File: src/rtl/ggs_pkg.sv
// ggs_pkg: shared types and constants of the go-to-goal steering block.
// Holds the request/result structs, the CORDIC datapath bus, the config set,
// the register index codes and the arctangent table. No dependencies.
package ggs_pkg;

    // CORDIC datapath widths (8 fraction bits on x, y and z)
    localparam int XY_W      = 27;
    localparam int Z_W       = 26;
    localparam int ATAN_W    = 22;
    localparam int CORDIC_MAX = 24;

    // 1/K in Q16, the converged CORDIC gain; not exact for small step counts
    localparam logic [15:0] INV_GAIN_Q16 = 16'd39797;
    // quarter turn in binary angle units with 8 fraction bits
    localparam logic signed [Z_W-1:0] QUARTER_TURN = Z_W'(16384 * 256);

    // arctangent of 2^-i, binary angle units with 8 fraction bits
    localparam logic [ATAN_W-1:0] ATAN_TAB [0:CORDIC_MAX-1] = '{
        22'd2097152, 22'd1238021, 22'd654136, 22'd332050,
        22'd166669,  22'd83416,   22'd41718,  22'd20860,
        22'd10430,   22'd5215,    22'd2608,   22'd1304,
        22'd652,     22'd326,     22'd163,    22'd81,
        22'd41,      22'd20,      22'd10,     22'd5,
        22'd3,       22'd1,       22'd1,      22'd0
    };

    // config register indexes
    typedef enum logic [2:0] {
        CFG_ARRIVE_DISTANCE  = 3'd0,
        CFG_TURN_FIRST_ANGLE = 3'd1,
        CFG_HEADING_GAIN     = 3'd2,
        CFG_DISTANCE_GAIN    = 3'd3,
        CFG_ANGULAR_LIMIT    = 3'd4,
        CFG_LINEAR_LIMIT     = 3'd5
    } t_cfg_idx;

    typedef struct packed {
        logic signed [15:0] target_x;
        logic signed [15:0] target_y;
    } t_ggs_req;

    typedef struct packed {
        logic               arrived;
        logic signed [15:0] linear_cmd;
        logic signed [15:0] angular_cmd;
    } t_ggs_res;

    typedef struct packed {
        logic signed [XY_W-1:0] x;
        logic signed [XY_W-1:0] y;
        logic signed [Z_W-1:0]  z;
    } t_cordic_bus;

    typedef struct packed {
        logic [15:0] arrive_distance;
        logic [14:0] turn_first_angle;
        logic [15:0] heading_gain;
        logic [15:0] distance_gain;
        logic [14:0] angular_limit;
        logic [14:0] linear_limit;
    } t_ggs_cfg;

endpackage

File: src/rtl/ggs_cordic_stage.sv
// ggs_cordic_stage: one registered CORDIC vectoring iteration.
// Depends on ggs_pkg (t_cordic_bus, ATAN_TAB).
module ggs_cordic_stage #(
    parameter int STAGE = 0
) (
    input  logic                 i_clk,
    input  logic                 i_rst_n,
    input  logic                 i_valid,
    input  ggs_pkg::t_cordic_bus i_bus,
    output logic                 o_ready,
    output logic                 o_valid,
    output ggs_pkg::t_cordic_bus o_bus,
    input  logic                 i_ready
);
    import ggs_pkg::*;

    logic                   r_valid;
    t_cordic_bus            r_bus;
    t_cordic_bus            n_bus;
    logic signed [XY_W-1:0] xs;
    logic signed [XY_W-1:0] ys;
    logic signed [Z_W-1:0]  atan_z;

    // stage empties or hands on its item
    assign o_ready = !r_valid || i_ready;

    // rotate toward the x axis by atan(2^-STAGE)
    always_comb begin
        xs     = i_bus.x >>> STAGE;
        ys     = i_bus.y >>> STAGE;
        atan_z = signed'(Z_W'(ATAN_TAB[STAGE]));
        if (!i_bus.y[XY_W-1]) begin
            n_bus.x = i_bus.x + ys;
            n_bus.y = i_bus.y - xs;
            n_bus.z = i_bus.z + atan_z;
        end else begin
            n_bus.x = i_bus.x - ys;
            n_bus.y = i_bus.y + xs;
            n_bus.z = i_bus.z - atan_z;
        end
    end

    always_ff @(posedge i_clk) begin
        if (!i_rst_n) begin
            r_valid <= 1'b0;
        end else if (o_ready) begin
            r_valid <= i_valid;
        end
    end

    always_ff @(posedge i_clk) begin
        if (o_ready && i_valid) begin
            r_bus <= n_bus;
        end
    end

    assign o_valid = r_valid;
    assign o_bus   = r_bus;

endmodule

File: config.mk
export PLATFORM = sky130hd
export DESIGN_NAME = ggs_cordic_stage
export DESIGN_NICKNAME = d
export VERILOG_FILES = /design/src/rtl/ggs_pkg.sv /design/src/rtl/ggs_cordic_stage.sv
export SDC_FILE = /design/constraint.sdc
export NUM_CORES = 1
export LEC_CHECK = 0
export BUFFER_PORTS_ARGS = -buffer_cell sky130_fd_sc_hd__clkbuf_2
export CORE_ASPECT_RATIO = 1.5
export CORE_MARGIN = 2
export CORE_UTILIZATION = 35
export DETAILED_ROUTE_END_ITERATION = 8
export PLACE_DENSITY = 0.65
export SYNTH_ARGS = -nofsm -noshare
export SYNTH_HDL_FRONTEND = slang
export SYNTH_SLANG_ARGS = --single-unit
File: constraint.sdc
create_clock -name i_clk -period 6.81 [get_ports i_clk]
set_input_delay 1.0215 -clock i_clk [delete_from_list [all_inputs] [get_ports i_clk]]
set_output_delay 1.0215 -clock i_clk [all_outputs]
set_load 0.1 [all_outputs]
* After elaboration in Yosys (flattened, before gate mapping)
Cells that the tools add are included.
** Word-level totals
- Register bits :: 81
- Bits of input ports :: 84
- Output and inout bits :: 82
- Logic and storage cells :: 13
** Operators by class
- $add $sub $neg :: 5
- Muxes and demuxes :: 1
- Reduce and logical (&&, ||, !) cells :: 3
** Operators with widths (count)
- $mux W80 :: 1
- $sub A27 B27 Y27 :: 2
- $add A27 B27 Y27 :: 1
- $add A26 B23 Y26 const B :: 1
- $sub A26 B23 Y26 const B :: 1
- $logic_and A1 B1 Y1 :: 1
- $logic_not A1 Y1 :: 1
- $logic_or A1 B1 Y1 :: 1

* Logic depth before layout (Yosys ltp)
- Depth in word-level cells :: 3
- Gate-level depth with buffers :: 12
- Gate-level depth less buffers :: 11

* Worst setup path after synthesis
Ideal clock, no wire load.
- Path type :: in2reg
- Start point :: input i_ready
- End point :: register r_bus (netlist bit o_bus[0]), enable pin
- Library setup time :: 0.445 ns
- Data arrival time :: 3.781 ns
- Data required time :: 6.365 ns
- Path slack :: 2.584 ns
- Cell stages on the path :: 2
- Path buffers :: 0
- Path through :: nand2b_1 -> and2_1
** On the way
- Longest elaborated chain between the ends :: 2
** Ends and longest elaborated chain
- start: declaration :: RTL line ggs_cordic_stage.sv:13 : input logic i_ready
- $logic_or A1 B1 Y1 :: RTL line ggs_cordic_stage.sv:25 : assign o_ready = !r_valid || i_ready;
- $logic_and A1 B1 Y1 :: RTL line ggs_cordic_stage.sv:52 : if (o_ready && i_valid) begin
- end signal: assignment :: RTL line ggs_cordic_stage.sv:53 : r_bus <= n_bus;
- end: declaration :: RTL line ggs_cordic_stage.sv:18 : t_cordic_bus r_bus;
Every way passes these cells.
A chain may end at the register's enable or synchronous reset.

==> flow_summary.yaml <==
synth:
  synth_common_cells: "ha_1, a21oi_1, edfxtp_1, inv_1, nor2_1"
  ys_ff_latch: 80
  yosys.area.top_type: "edfxtp_1"
  synth_fp_nets: 958
  synthArstFlopShare: 0
  syn_inst: 780
  synth.most_common_cell: "ha_1"
  yosys_warnings: 0
  synth_area_sq_um: 7310
  synth-edff-count: 79
  synth.top_cell.area_share: 0.324
  ys_types: 85
  synthTopCellsByArea: "edfxtp_1, ha_1, a21oi_1"
  synth-main-ff-cell: "edfxtp_1"
  syn_avg_cell_area_sq_um: 9.37
  yosysSeqAreaShare: 0.327
sta:
  fmax_mhz: 267
  whs_ns: 0.561
  layout_min_cycle_time_ns: 3.74
  hold_viol_final: 0
  fin_crit_sh: 0.549
  fin_tns_setup_ns: 0
  slew_headroom: 0.290
  finClkSkew_ns: 0.00892
  slew_viol_final: 0
  worstMarginPinSlew_ns: 1.07
  fin_ws_ns: 3.07
  setup-violations-final: 0
  rsz0062_at_grt: "no"
run_status:
  status: "finished clean"
drt:
  route.detailed.wl_per_inst_um: 18.4
  drt-initial-drc-count: 401
  drtPass1Iterations: 5
  drtAntennaViolNets: 0
  num_vias: 6314
  viasPerCell: 5.30
  drc: 0
  drt-total-wl_mm: 21.9
clock_network:
  clkTransAtPathRegs_ns: 0.07
  cts_resized: 0
  insertion_delay_ns: 0.35
  htreeDepth: 3
  clk_root_buffer_cell: "clkbuf_16"
  cts-hold-fix-buffers: 0
  clockBufferDepth: 2
  cts_tree: "done"
  cts_made_buffers: 9
  postCtsSetupRepairBufs: 0
  cts.sink_count: 80
final_layout:
  fin_nets: 1100
  register_area_sq_um: 2390
  synthToLayoutAreaGrowth_pct: 17.1
  final_cell_area_sq_um: 8560
  diodes: 0
  multi_input_area_sq_um: 4400
  nFillCells: 2046
  layout-drive-gt1-share: 0.236
place:
  numPortBuffers: 165
  dpl_cell_area_sq_um: 8270
  place_hpwl_mm: 17.5
  pre_cts_ws_ns: 2.71
  gp_congestion: 0.997
floorplan:
  core_area_sq_um: 20400
  design.die.area_sq_um: 22100
  start_util: 0.358
  rows: 64
  die_w_um: 122
  dieHeight_um: 181
  ios: 166
critical_path:
  crit_fanout: 12
  path_cells: "clkbuf_2, inv_1, ha_1, inv_1, a221oi_2, o21ai_2, a31oi_4, o41ai_4, a2111oi_2, o21ai_1, xnor2_1"
  rr_startpoint: "o_valid"
  crit_top_cell: "inv_1"
  reg2reg_slack_ns: 5.12
  worstPathArrival_ns: 3.84
  r2r_end: "o_bus[53]"
  crit_required_ns: 6.91
  cp_slowest_cell: "ha_1"
  critPathLaunchType: "input pin"
  path_class: "in -> reg"
  r2r_cells: 2
  cp-end-kind: "flip-flop"
  critPathMaxStageDelay_ns: 0.57
grt:
  grt_max_degree: 80
  antenna_found_initial: 0
  grt_pass1_vias: 6292
  grt_use_total: 0.198
  grt_first_pass_wirelength_mm: 33.6
  grt.overflow.total: 0
min_path:
  hold_start: "o_valid"
  min_path_type: "reg -> reg"
  whs_endpoint: "o_valid"
  min_path_cells: 2
power:
  total_power_mw: 2.09
  power_density_nw_per_um2: 244
  total_leakage_power_nw: 3.79
  peakVddDrop_mv: 0.142
flow_run:
  maxCapViolations: 0
-- cell usage in the layout, fill, tap and decap left out, types with 6 or more instances in the layout --
master / Yosys / layout
clkbuf_2: 0 / 165
ha_1: 90 / 90
a21oi_1: 85 / 85
inv_1: 79 / 79
edfxtp_1: 79 / 79
nor2_1: 60 / 60
o21ai_0: 50 / 50
xnor2_1: 46 / 46
nand2_1: 29 / 29
nor3_1: 14 / 14
o21bai_1: 12 / 12
nand3_1: 12 / 12
a21o_1: 11 / 11
mux2i_1: 11 / 11
o31ai_1: 9 / 9
clkbuf_16: 0 / 9
nor4_1: 8 / 8
nor2b_1: 8 / 8
xor2_1: 8 / 8
o211ai_1: 7 / 7
nand2b_1: 7 / 7
a31oi_1: 6 / 6
-- worst max path at each step --
stage | from | to | slack, ns | cells past startpoint
6_report | i_bus[38] | o_bus[51] | 3.07 | 11
5_1_grt | i_bus[38] | o_bus[51] | 2.89 | 11
4_1_cts | i_bus[38] | o_bus[51] | 3.07 | 11
3_5_place_dp | i_bus[38] | o_bus[51] | 2.71 | 11
3_3_place_gp | i_bus[38] | o_bus[51] | 2.70 | 11
2_1_floorplan | i_ready | o_bus[0] | 2.58 | 2
-- final cells by class --
class | instances | share of cell area
sequential | 80 | 0.279
clock buffer | 9 | 0.0263
timing repair buffer | 167 | 0.0982
clock inverter | 7 | 0.00731
tap | 264 | 0.0386
multi-input combinational | 580 | 0.513
inverter | 84 | 0.0368
-- report_power, final --
group / total, mW / switching [mW] / internal (mW) / leakage, nW
logic: 0.962 / 0.739 / 0.223 / 2.89
registers: 0.641 / 0.0182 / 0.623 / 0.773
clock network: 0.483 / 0.228 / 0.254 / 0.132
total: 2.09 / 0.985 / 1.10 / 3.79
-- critical path: cells and delay by family --
kind | cells | cell delay [ns]
xor gates and xnor gates | 1 | 0.15
adders and majority gates | 1 | 0.57
buffers and inverters | 3 | 0.36
AOI/OAI and AO/OA | 6 | 1.72
-- cells by family (layout without fill, tap and decap cells) --
| group | Yosys count | in the layout | share of synthesized area |
|---|---|---|---|
| xor+xnor | 54 | 54 | 0.0647 |
| compound gates | 249 | 249 | 0.236 |
| fa+ha+maj | 94 | 94 | 0.165 |
| simple gates | 171 | 171 | 0.118 |
| flops | 80 | 80 | 0.327 |
| buf+inv | 120 | 267 | 0.0719 |
| mux | 12 | 12 | 0.0166 |
-- flip-flops by register name, summed over array words and instances (netlist names) --
register  flops
o_bus        79
o_valid       1
-- layer usage --
metal | GRT usage | share of wire
met2 | 0.371 | 0.53
met5 | 0 | 0
met1 | 0.214 | 0.38
met4 | 0.0901 | 0.042
met3 | 0.0281 | 0.048
-- per-stage QoR --
step	instances	utilization
after floorplan	780	-
after global placement	1175	0.405
after detailed placement	1175	0.405
after CTS	1191	0.419
after global routing	1191	0.419
final	1191	0.419
No activity file was read; power rests on OpenSTA's default activity.
