`src/rtl/ggs_pkg.sv`:
```
// ggs_pkg: shared types and constants of the go-to-goal steering block.
// Holds the request/result structs, the CORDIC datapath bus, the config set,
// the register index codes and the arctangent table. No dependencies.
package ggs_pkg;

    // CORDIC datapath widths (8 fraction bits on x, y and z)
    localparam int XY_W      = 27;
    localparam int Z_W       = 26;
    localparam int ATAN_W    = 22;
    localparam int CORDIC_MAX = 24;

    // 1/K in Q16, the converged CORDIC gain; not exact for small step counts
    localparam logic [15:0] INV_GAIN_Q16 = 16'd39797;
    // quarter turn in binary angle units with 8 fraction bits
    localparam logic signed [Z_W-1:0] QUARTER_TURN = Z_W'(16384 * 256);

    // arctangent of 2^-i, binary angle units with 8 fraction bits
    localparam logic [ATAN_W-1:0] ATAN_TAB [0:CORDIC_MAX-1] = '{
        22'd2097152, 22'd1238021, 22'd654136, 22'd332050,
        22'd166669,  22'd83416,   22'd41718,  22'd20860,
        22'd10430,   22'd5215,    22'd2608,   22'd1304,
        22'd652,     22'd326,     22'd163,    22'd81,
        22'd41,      22'd20,      22'd10,     22'd5,
        22'd3,       22'd1,       22'd1,      22'd0
    };

    // config register indexes
    typedef enum logic [2:0] {
        CFG_ARRIVE_DISTANCE  = 3'd0,
        CFG_TURN_FIRST_ANGLE = 3'd1,
        CFG_HEADING_GAIN     = 3'd2,
        CFG_DISTANCE_GAIN    = 3'd3,
        CFG_ANGULAR_LIMIT    = 3'd4,
        CFG_LINEAR_LIMIT     = 3'd5
    } t_cfg_idx;

    typedef struct packed {
        logic signed [15:0] target_x;
        logic signed [15:0] target_y;
    } t_ggs_req;

    typedef struct packed {
        logic               arrived;
        logic signed [15:0] linear_cmd;
        logic signed [15:0] angular_cmd;
    } t_ggs_res;

    typedef struct packed {
        logic signed [XY_W-1:0] x;
        logic signed [XY_W-1:0] y;
        logic signed [Z_W-1:0]  z;
    } t_cordic_bus;

    typedef struct packed {
        logic [15:0] arrive_distance;
        logic [14:0] turn_first_angle;
        logic [15:0] heading_gain;
        logic [15:0] distance_gain;
        logic [14:0] angular_limit;
        logic [14:0] linear_limit;
    } t_ggs_cfg;

endpackage

```
`src/rtl/ggs_post.sv`:
```
// ggs_post: four-stage back end: gain removal, heading rounding, arrive and
// turn checks, command gains, saturation and the result register.
// Depends on ggs_pkg (t_cordic_bus, t_ggs_cfg, t_ggs_res).
module ggs_post (
    input  logic                 i_clk,
    input  logic                 i_rst_n,
    input  ggs_pkg::t_ggs_cfg    i_cfg,
    input  logic                 i_valid,
    input  ggs_pkg::t_cordic_bus i_bus,
    output logic                 o_ready,
    output logic                 o_res_valid,
    output ggs_pkg::t_ggs_res    o_res,
    input  logic                 i_res_stall
);
    import ggs_pkg::*;

    // stage valids and ready chain
    logic r_v1, r_v2, r_v3, r_v4;
    logic rdy1, rdy2, rdy3, rdy4;

    // stage 1: distance product, rounded heading
    logic [41:0]        r_prod;
    logic signed [15:0] r_head1;
    logic [41:0]        n_prod;
    logic signed [15:0] n_head1;
    logic signed [Z_W:0] z_rnd;
    logic signed [18:0] h_wide;

    // stage 2: distance, flags
    logic [16:0]        r_dist;
    logic signed [15:0] r_head2;
    logic               r_arr2;
    logic               r_turn2;
    logic [42:0]        d_sum;
    logic [16:0]        n_dist;
    logic [16:0]        h_abs;

    // stage 3: gain products
    logic signed [32:0] r_ang_prod;
    logic [32:0]        r_lin_prod;
    logic               r_arr3;
    logic               r_turn3;
    logic signed [16:0] hg_s;
    logic signed [32:0] n_ang_prod;
    logic [32:0]        n_lin_prod;

    // stage 4: saturated commands
    t_ggs_res           r_res;
    t_ggs_res           n_res;
    logic signed [24:0] ang_sh;
    logic signed [24:0] ang_lim;
    logic signed [24:0] ang_sat;
    logic [24:0]        lin_sh;
    logic [24:0]        lin_sat;

    assign rdy4    = !r_v4 || !i_res_stall;
    assign rdy3    = !r_v3 || rdy4;
    assign rdy2    = !r_v2 || rdy3;
    assign rdy1    = !r_v1 || rdy2;
    assign o_ready = rdy1;

    always_ff @(posedge i_clk) begin
        if (!i_rst_n) begin
            r_v1 <= 1'b0;
            r_v2 <= 1'b0;
            r_v3 <= 1'b0;
            r_v4 <= 1'b0;
        end else begin
            if (rdy1) r_v1 <= i_valid;
            if (rdy2) r_v2 <= r_v1;
            if (rdy3) r_v3 <= r_v2;
            if (rdy4) r_v4 <= r_v3;
        end
    end

    // stage 1: x is never negative after vectoring
    always_comb begin
        n_prod = 42'(i_bus.x[XY_W-2:0]) * 42'(INV_GAIN_Q16);
        z_rnd  = (Z_W+1)'(i_bus.z) + (Z_W+1)'(128);
        h_wide = 19'(z_rnd >>> 8);
        if (h_wide > 19'sd32767) begin
            n_head1 = 16'sd32767;
        end else if (h_wide < -19'sd32768) begin
            n_head1 = -16'sd32768;
        end else begin
            n_head1 = h_wide[15:0];
        end
    end

    always_ff @(posedge i_clk) begin
        if (rdy1 && i_valid) begin
            r_prod  <= n_prod;
            r_head1 <= n_head1;
        end
    end

    // stage 2: round distance, arrive and turn-in-place checks
    always_comb begin
        d_sum  = 43'(r_prod) + 43'(1 << 23);
        n_dist = d_sum[40:24];
        h_abs  = r_head1[15] ? 17'(-17'(r_head1)) : 17'(r_head1);
    end

    always_ff @(posedge i_clk) begin
        if (rdy2 && r_v1) begin
            r_dist  <= n_dist;
            r_head2 <= r_head1;
            r_arr2  <= n_dist < 17'(i_cfg.arrive_distance);
            r_turn2 <= h_abs > 17'(i_cfg.turn_first_angle);
        end
    end

    // stage 3: proportional gains
    always_comb begin
        hg_s       = signed'({1'b0, i_cfg.heading_gain});
        n_ang_prod = hg_s * r_head2;
        n_lin_prod = 33'(i_cfg.distance_gain) * 33'(r_dist);
    end

    always_ff @(posedge i_clk) begin
        if (rdy3 && r_v2) begin
            r_ang_prod <= n_ang_prod;
            r_lin_prod <= n_lin_prod;
            r_arr3     <= r_arr2;
            r_turn3    <= r_turn2;
        end
    end

    // stage 4: floor shift, symmetric saturation, zeroing
    always_comb begin
        ang_sh  = r_ang_prod[32:8];
        ang_lim = signed'(25'(i_cfg.angular_limit));
        if (ang_sh > ang_lim) begin
            ang_sat = ang_lim;
        end else if (ang_sh < -ang_lim) begin
            ang_sat = -ang_lim;
        end else begin
            ang_sat = ang_sh;
        end
        lin_sh  = r_lin_prod[32:8];
        lin_sat = (lin_sh > 25'(i_cfg.linear_limit)) ? 25'(i_cfg.linear_limit) : lin_sh;

        n_res.arrived     = r_arr3;
        n_res.angular_cmd = r_arr3 ? 16'sd0 : ang_sat[15:0];
        n_res.linear_cmd  = (r_arr3 || r_turn3) ? 16'sd0 : signed'(lin_sat[15:0]);
    end

    always_ff @(posedge i_clk) begin
        if (rdy4 && r_v3) begin
            r_res <= n_res;
        end
    end

    assign o_res_valid = r_v4;
    assign o_res       = r_res;

endmodule
```
`config.mk`:
```
export PLATFORM = sky130hd
export DESIGN_NAME = ggs_post
export DESIGN_NICKNAME = d
export VERILOG_FILES = /design/src/rtl/ggs_pkg.sv /design/src/rtl/ggs_post.sv
export SDC_FILE = /design/constraint.sdc
export NUM_CORES = 2
export LEC_CHECK = 0
export ABC_AREA = 1
export BUFFER_PORTS_ARGS = -buffer_cell sky130_fd_sc_hd__buf_2
export CAP_MARGIN = 10
export CORE_UTILIZATION = 55
export CTS_CLUSTER_SIZE = 40
export DETAILED_ROUTE_END_ITERATION = 6
export PLACE_DENSITY = 0.73
export SYNTH_ARGS = -nofsm -noshare
export SYNTH_HDL_FRONTEND = slang
export SYNTH_SLANG_ARGS = --single-unit
```
`constraint.sdc`:
```
create_clock -name i_clk -period 20.4 [get_ports i_clk]
set_input_delay 6.12 -clock i_clk [delete_from_list [all_inputs] [get_ports i_clk]]
set_output_delay 6.12 -clock i_clk [all_outputs]
set_load 0.1 [all_outputs]
```
[After elaboration in Yosys (flattened, before gate mapping)]
Cells that the tools add are included.
Storage, ports and cells
  bits in registers: 197
  input port bits: 177
  output and inout port bits: 35
  logic and storage cells: 54
Operators by class
  add/subtract/negate cells: 4
  multiply operators: 3
  multiplexer cells: 5
  reduce and logical (&&, ||, !) cells: 16
  magnitude comparators: 7
Operator list (count)
  adder 41 x 24 -> 41 bit, second input constant: 1
  multiplier 26 x 16 -> 41 bit, second input constant: 1
  multiplier 16 x 17 -> 33 bit: 1
  multiplier 17 x 16 -> 33 bit: 1
  two-way mux 16 bit: 2
  two-way mux 15 bit: 2
  adder 26 x 9 -> 27 bit, second input constant: 1
  > comparator 25 x 15 -> 1 bit: 1
  > comparator 25 x 16 -> 1 bit: 1
  < comparator 25 bit: 1
  negator 15 -> 25 bit: 1
  > comparator 19 x 16 -> 1 bit, second input constant: 1
  < comparator 19 x 16 -> 1 bit, second input constant: 1
  > comparator 17 x 15 -> 1 bit: 1
  < comparator 17 x 16 -> 1 bit: 1
  two-way mux 17 bit: 1
  negator 16 -> 17 bit: 1
  zero test 1 bit: 5
  logical OR 1 bit: 5
  logical AND 1 bit: 4
  OR reduction 2 bit: 2

[Depth between registers and ports, before layout]
  depth after elaboration: 6
  depth in mapped cells: 27
  mapped depth without buffers: 25

[Worst setup path before layout]
No wires, ideal clock.
  kind: input to output
  start point: input i_res_stall
  end point: output o_ready
  arrival: 7.053 ns
  cell stages on the path: 7
  required time: 14.280 ns
  slack: 7.227 ns
  path buffers: 0
  cells stage by stage: nand2_1 -> nor2_1 -> inv_1 -> nor2_1 -> inv_1 -> nor2_1 -> inv_1
On the way
  cells in the longest elaborated chain, start to end: 5
Ends and longest elaborated chain
  start, declared: line ggs_post.sv:13  | input logic i_res_stall
  zero test 1 bit: line ggs_post.sv:56  | assign rdy4 = !r_v4 || !i_res_stall;
  logical OR 1 bit: line ggs_post.sv:56
  logical OR 1 bit: line ggs_post.sv:57  | assign rdy3 = !r_v3 || rdy4;
  logical OR 1 bit: line ggs_post.sv:58  | assign rdy2 = !r_v2 || rdy3;
  logical OR 1 bit: line ggs_post.sv:59  | assign rdy1 = !r_v1 || rdy2;
  end, declared: line ggs_post.sv:10  | output logic o_ready,
No other way between the ends.

[Final worst setup path]
Same ends and word-level chain as after synthesis.

==> impl_metrics.csv <==
group,metric,value,unit
logic_synthesis,synth.distinct_cells,52,
layout,syn_to_final_growth,5.506,%
sta,min_period,13.51,ns
logic_synthesis,synth-async-reset-ratio,0,
logic_synthesis,synth_edf_count,154,
floorplan,starting_density_of_the_core,0.5569,
cts,tritoncts_clock_tree,"done",
floorplan,floorplan.io_pins,212,
setup_path,timing.critical_path.to_type,"output port",
setup_path,worst-endpoint-arrival,7.39,ns
outcome,failed_checks,"design-rule violations",
cts,cts_buffer_depth,2,
layout,layout_commonest_cell,"inv_1",
place,port-buffer-count,176,
place,routabilityCongestion,0.9453,
route,drcViolationCount,17,
setup_path,timing.critical_path.slowest_cell_delay,0.30,ns
place,dp_hpwl,71090,µm
layout,multi_input_comb_area,26590,µm²
setup_path,critical_path.max_fanout,3,
setup_path,cp_cell_sequence,"buf_2, nand2_1, nor2_1, inv_1, nor2_1, inv_1, nor2_1, inv_1, buf_2",
route,detailroute.via_count,28870,
logic_synthesis,yosysWarnings,0,
sta,timing.final.crit_share,0.6622,
setup_path,critical_path.slowest_cell,"buf_2",
route,drt.antenna.violating_nets,0,
route,detail_route.vias_per_cell,5.193,
floorplan,floorplan.core_area,65980,µm²
cts,ctsRootBufferMaster,"clkbuf_16",
grt,via_count_of_the_first_global_routing_pass,29830,
layout,layout.cells.most_common_list,"1306 x inv_1, 997 x nand2_1, 581 x fa_1, 470 x ha_1, 243 x nor2_1",
cts,clock-sinks,158,
floorplan,rows,94,
min_path,hp-class,"register to register",
sta,clock.fmax,0.07402,GHz
logic_synthesis,syn-mean-instance-area,7.948,µm²
route,detailedRoute.firstIterationViolations,1706,
route,drt_first_pass_iters,7,
logic_synthesis,syn-cell-area,36740,µm²
cts,htreeDepth,4,
cts,clock_transition_time_at_the_flip_flop_clock_pins_of_the_worst_setup_and_hold_paths,0.09,ns
layout,ff_latch_area,4705,µm²
setup_path,cp_data_required_time,14.28,ns
floorplan,die_w,260.5,µm
logic_synthesis,synth_top_flop_cell,"edfxtp_1",
logic_synthesis,netlist_instances,4623,
setup_path,count_of_buffer_and_inverter_cells_on_the_critical_path,5,
grt,grt_overflow,0,
logic_synthesis,ys_seq_elements,158,
sta,final_max_slew_viol_count,0,
setup_path,worst-setup-path-type,"input pin to output port",
run,timing.max_cap.violations,0,
grt,groute.usage.overall,0.2629,
layout,final.fill_count,6014,
route,route.detailed.wl_per_inst,15.19,µm
outcome,result_of_the_run,"finished with violations",
sta,final_hold_viol_count,0,
floorplan,floorplan.die_area,67840,µm²
logic_synthesis,synthesis.nets,5851,
cts,number_of_buffers_inserted_for_hold_repair_after_clock_tree_synthesis,0,
cts,clock_insertion_delay_worst_skew,0.49,ns
floorplan,dieHeight,260.5,µm
sta,finalSetupViolations,0,
layout,post_route_cells_drive_above_1_share,0.05261,
grt,initial_antenna_violation_count,3,
sta,maxSlewHeadroom,0.2913,
cts,cts.repair_timing.setup_buffer_count,0,
logic_synthesis,synth_sequential_area_ratio,0.1280,
setup_path,critical_path.top_delay_family,"buffers and inverters",
sta,max_slew.worst_pin.slew,1.059,ns
grt,grt_pass1_wl,142500,µm
setup_path,type_of_origin_of_the_critical_path,"input pin",
layout,antennaDiodeCount,0,
cts,cts.repair.resized,0,
sta,fin_worst_skew,0.01981,ns
sta,finalSetupTns,0,ns
cts,cts_buffers,17,
layout,design.final.nets,5910,
route,postRouteWirelength,84450,µm
sta,worst_hold_slack,0.4802,ns
sta,rsz0062_at_grt,"no",
grt,grt_start_max_net_pins,53,
worst register-to-register path, delay by kind of cell (launching register included):
kind | cells | cell delay [ns]
buf+inv | 4 | 0.63
compound gates | 4 | 0.99
flops | 1 | 0.51
fa+ha+maj | 7 | 3.54
simple gates | 4 | 0.33
path summary, 6_finish.rpt:
| kind | from | endpoint | slack (ns) | cells past startpoint |
|---|---|---|---|---|
| hold / removal | r_head1[6]$_SDFFCE_PN1P_ | r_head2[6]$_DFFE_PP_ | 0.48 | 0 |
| setup reg to reg | r_head2[15]$_DFFE_PP_ | r_ang_prod[29]$_DFFE_PP_ | 14.15 | 19 |
| hold reg to reg | r_head1[6]$_SDFFCE_PN1P_ | r_head2[6]$_DFFE_PP_ | 0.48 | 0 |
| setup / recovery | i_res_stall | o_ready | 6.89 | 9 |
registers in the layout, indices dropped and copies added, names as in the netlist:
| name | count |
|---|---|
| o_res | 33 |
| r_ang_prod | 25 |
| r_lin_prod | 25 |
| r_prod | 18 |
| r_dist | 17 |
| r_head1 | 16 |
| r_head2 | 16 |
| o_res_valid | 1 |
| r_arr2 | 1 |
| r_arr3 | 1 |
| r_turn2 | 1 |
| r_turn3 | 1 |
| r_v1 | 1 |
| r_v2 | 1 |
| r_v3 | 1 |
area by class of cell:
type,instances,area share
Clock buffer,17,0.01097
Clock inverter,15,0.004357
Inverter,1308,0.1266
Multi-Input combinational cell,3020,0.6859
Sequential cell,158,0.1214
Tap cell,864,0.02789
Timing Repair Buffer,177,0.02292
cells in the mapped netlist (all sizes together), types with 15 or more instances:
cell type | count | area share
a31oi | 15 | 0.0026
a21o | 19 | 0.0039
fa | 581 | 0.32
a21oi | 165 | 0.023
xor2 | 68 | 0.016
nand2 | 1004 | 0.10
o21ai | 105 | 0.014
nand3 | 135 | 0.019
clkbuf | 128 | 0.013
inv | 1307 | 0.13
xnor2 | 21 | 0.0050
ha | 470 | 0.16
nor2 | 249 | 0.026
edfxtp | 154 | 0.13
nor3 | 52 | 0.0076
nand4 | 44 | 0.0081
nor4 | 18 | 0.0036
layer usage:
metal	share of wire	global-route usage	vias to the layer above
met1	0.43	0.3424	13920
met4	0.021	0.07359	4
met2	0.48	0.4511	832
met3	0.067	0.04322	139
met5	0.00030	0	-
li1	-	-	13970
cell families after synthesis:
family | Yosys count | share of synthesized area
AOI/OAI and AO/OA | 347 | 0.05234
xor gates and xnor gates | 89 | 0.02121
adders and majority gates | 1051 | 0.4766
buffers and inverters | 1445 | 0.1490
DFF | 158 | 0.1280
other | 1 | 0.0001021
and+or+nand+nor | 1532 | 0.1727
metrics by stage:
stage               instances  worst slack, ns  utilization  instance area [µm²]
floorplan                4623            7.227            -                36740
global placement         5527            6.935       0.5785                38170
detailed placement       5527            6.886       0.5785                38170
CTS                      5559            6.881       0.5876                38770
global route             5559            6.733       0.5876                38770
finish                   5559            6.890       0.5876                38770
Power is left out: the tool's default activity adds up to more than one toggle a clock period on the data nets, which glitch-free logic cannot reach.
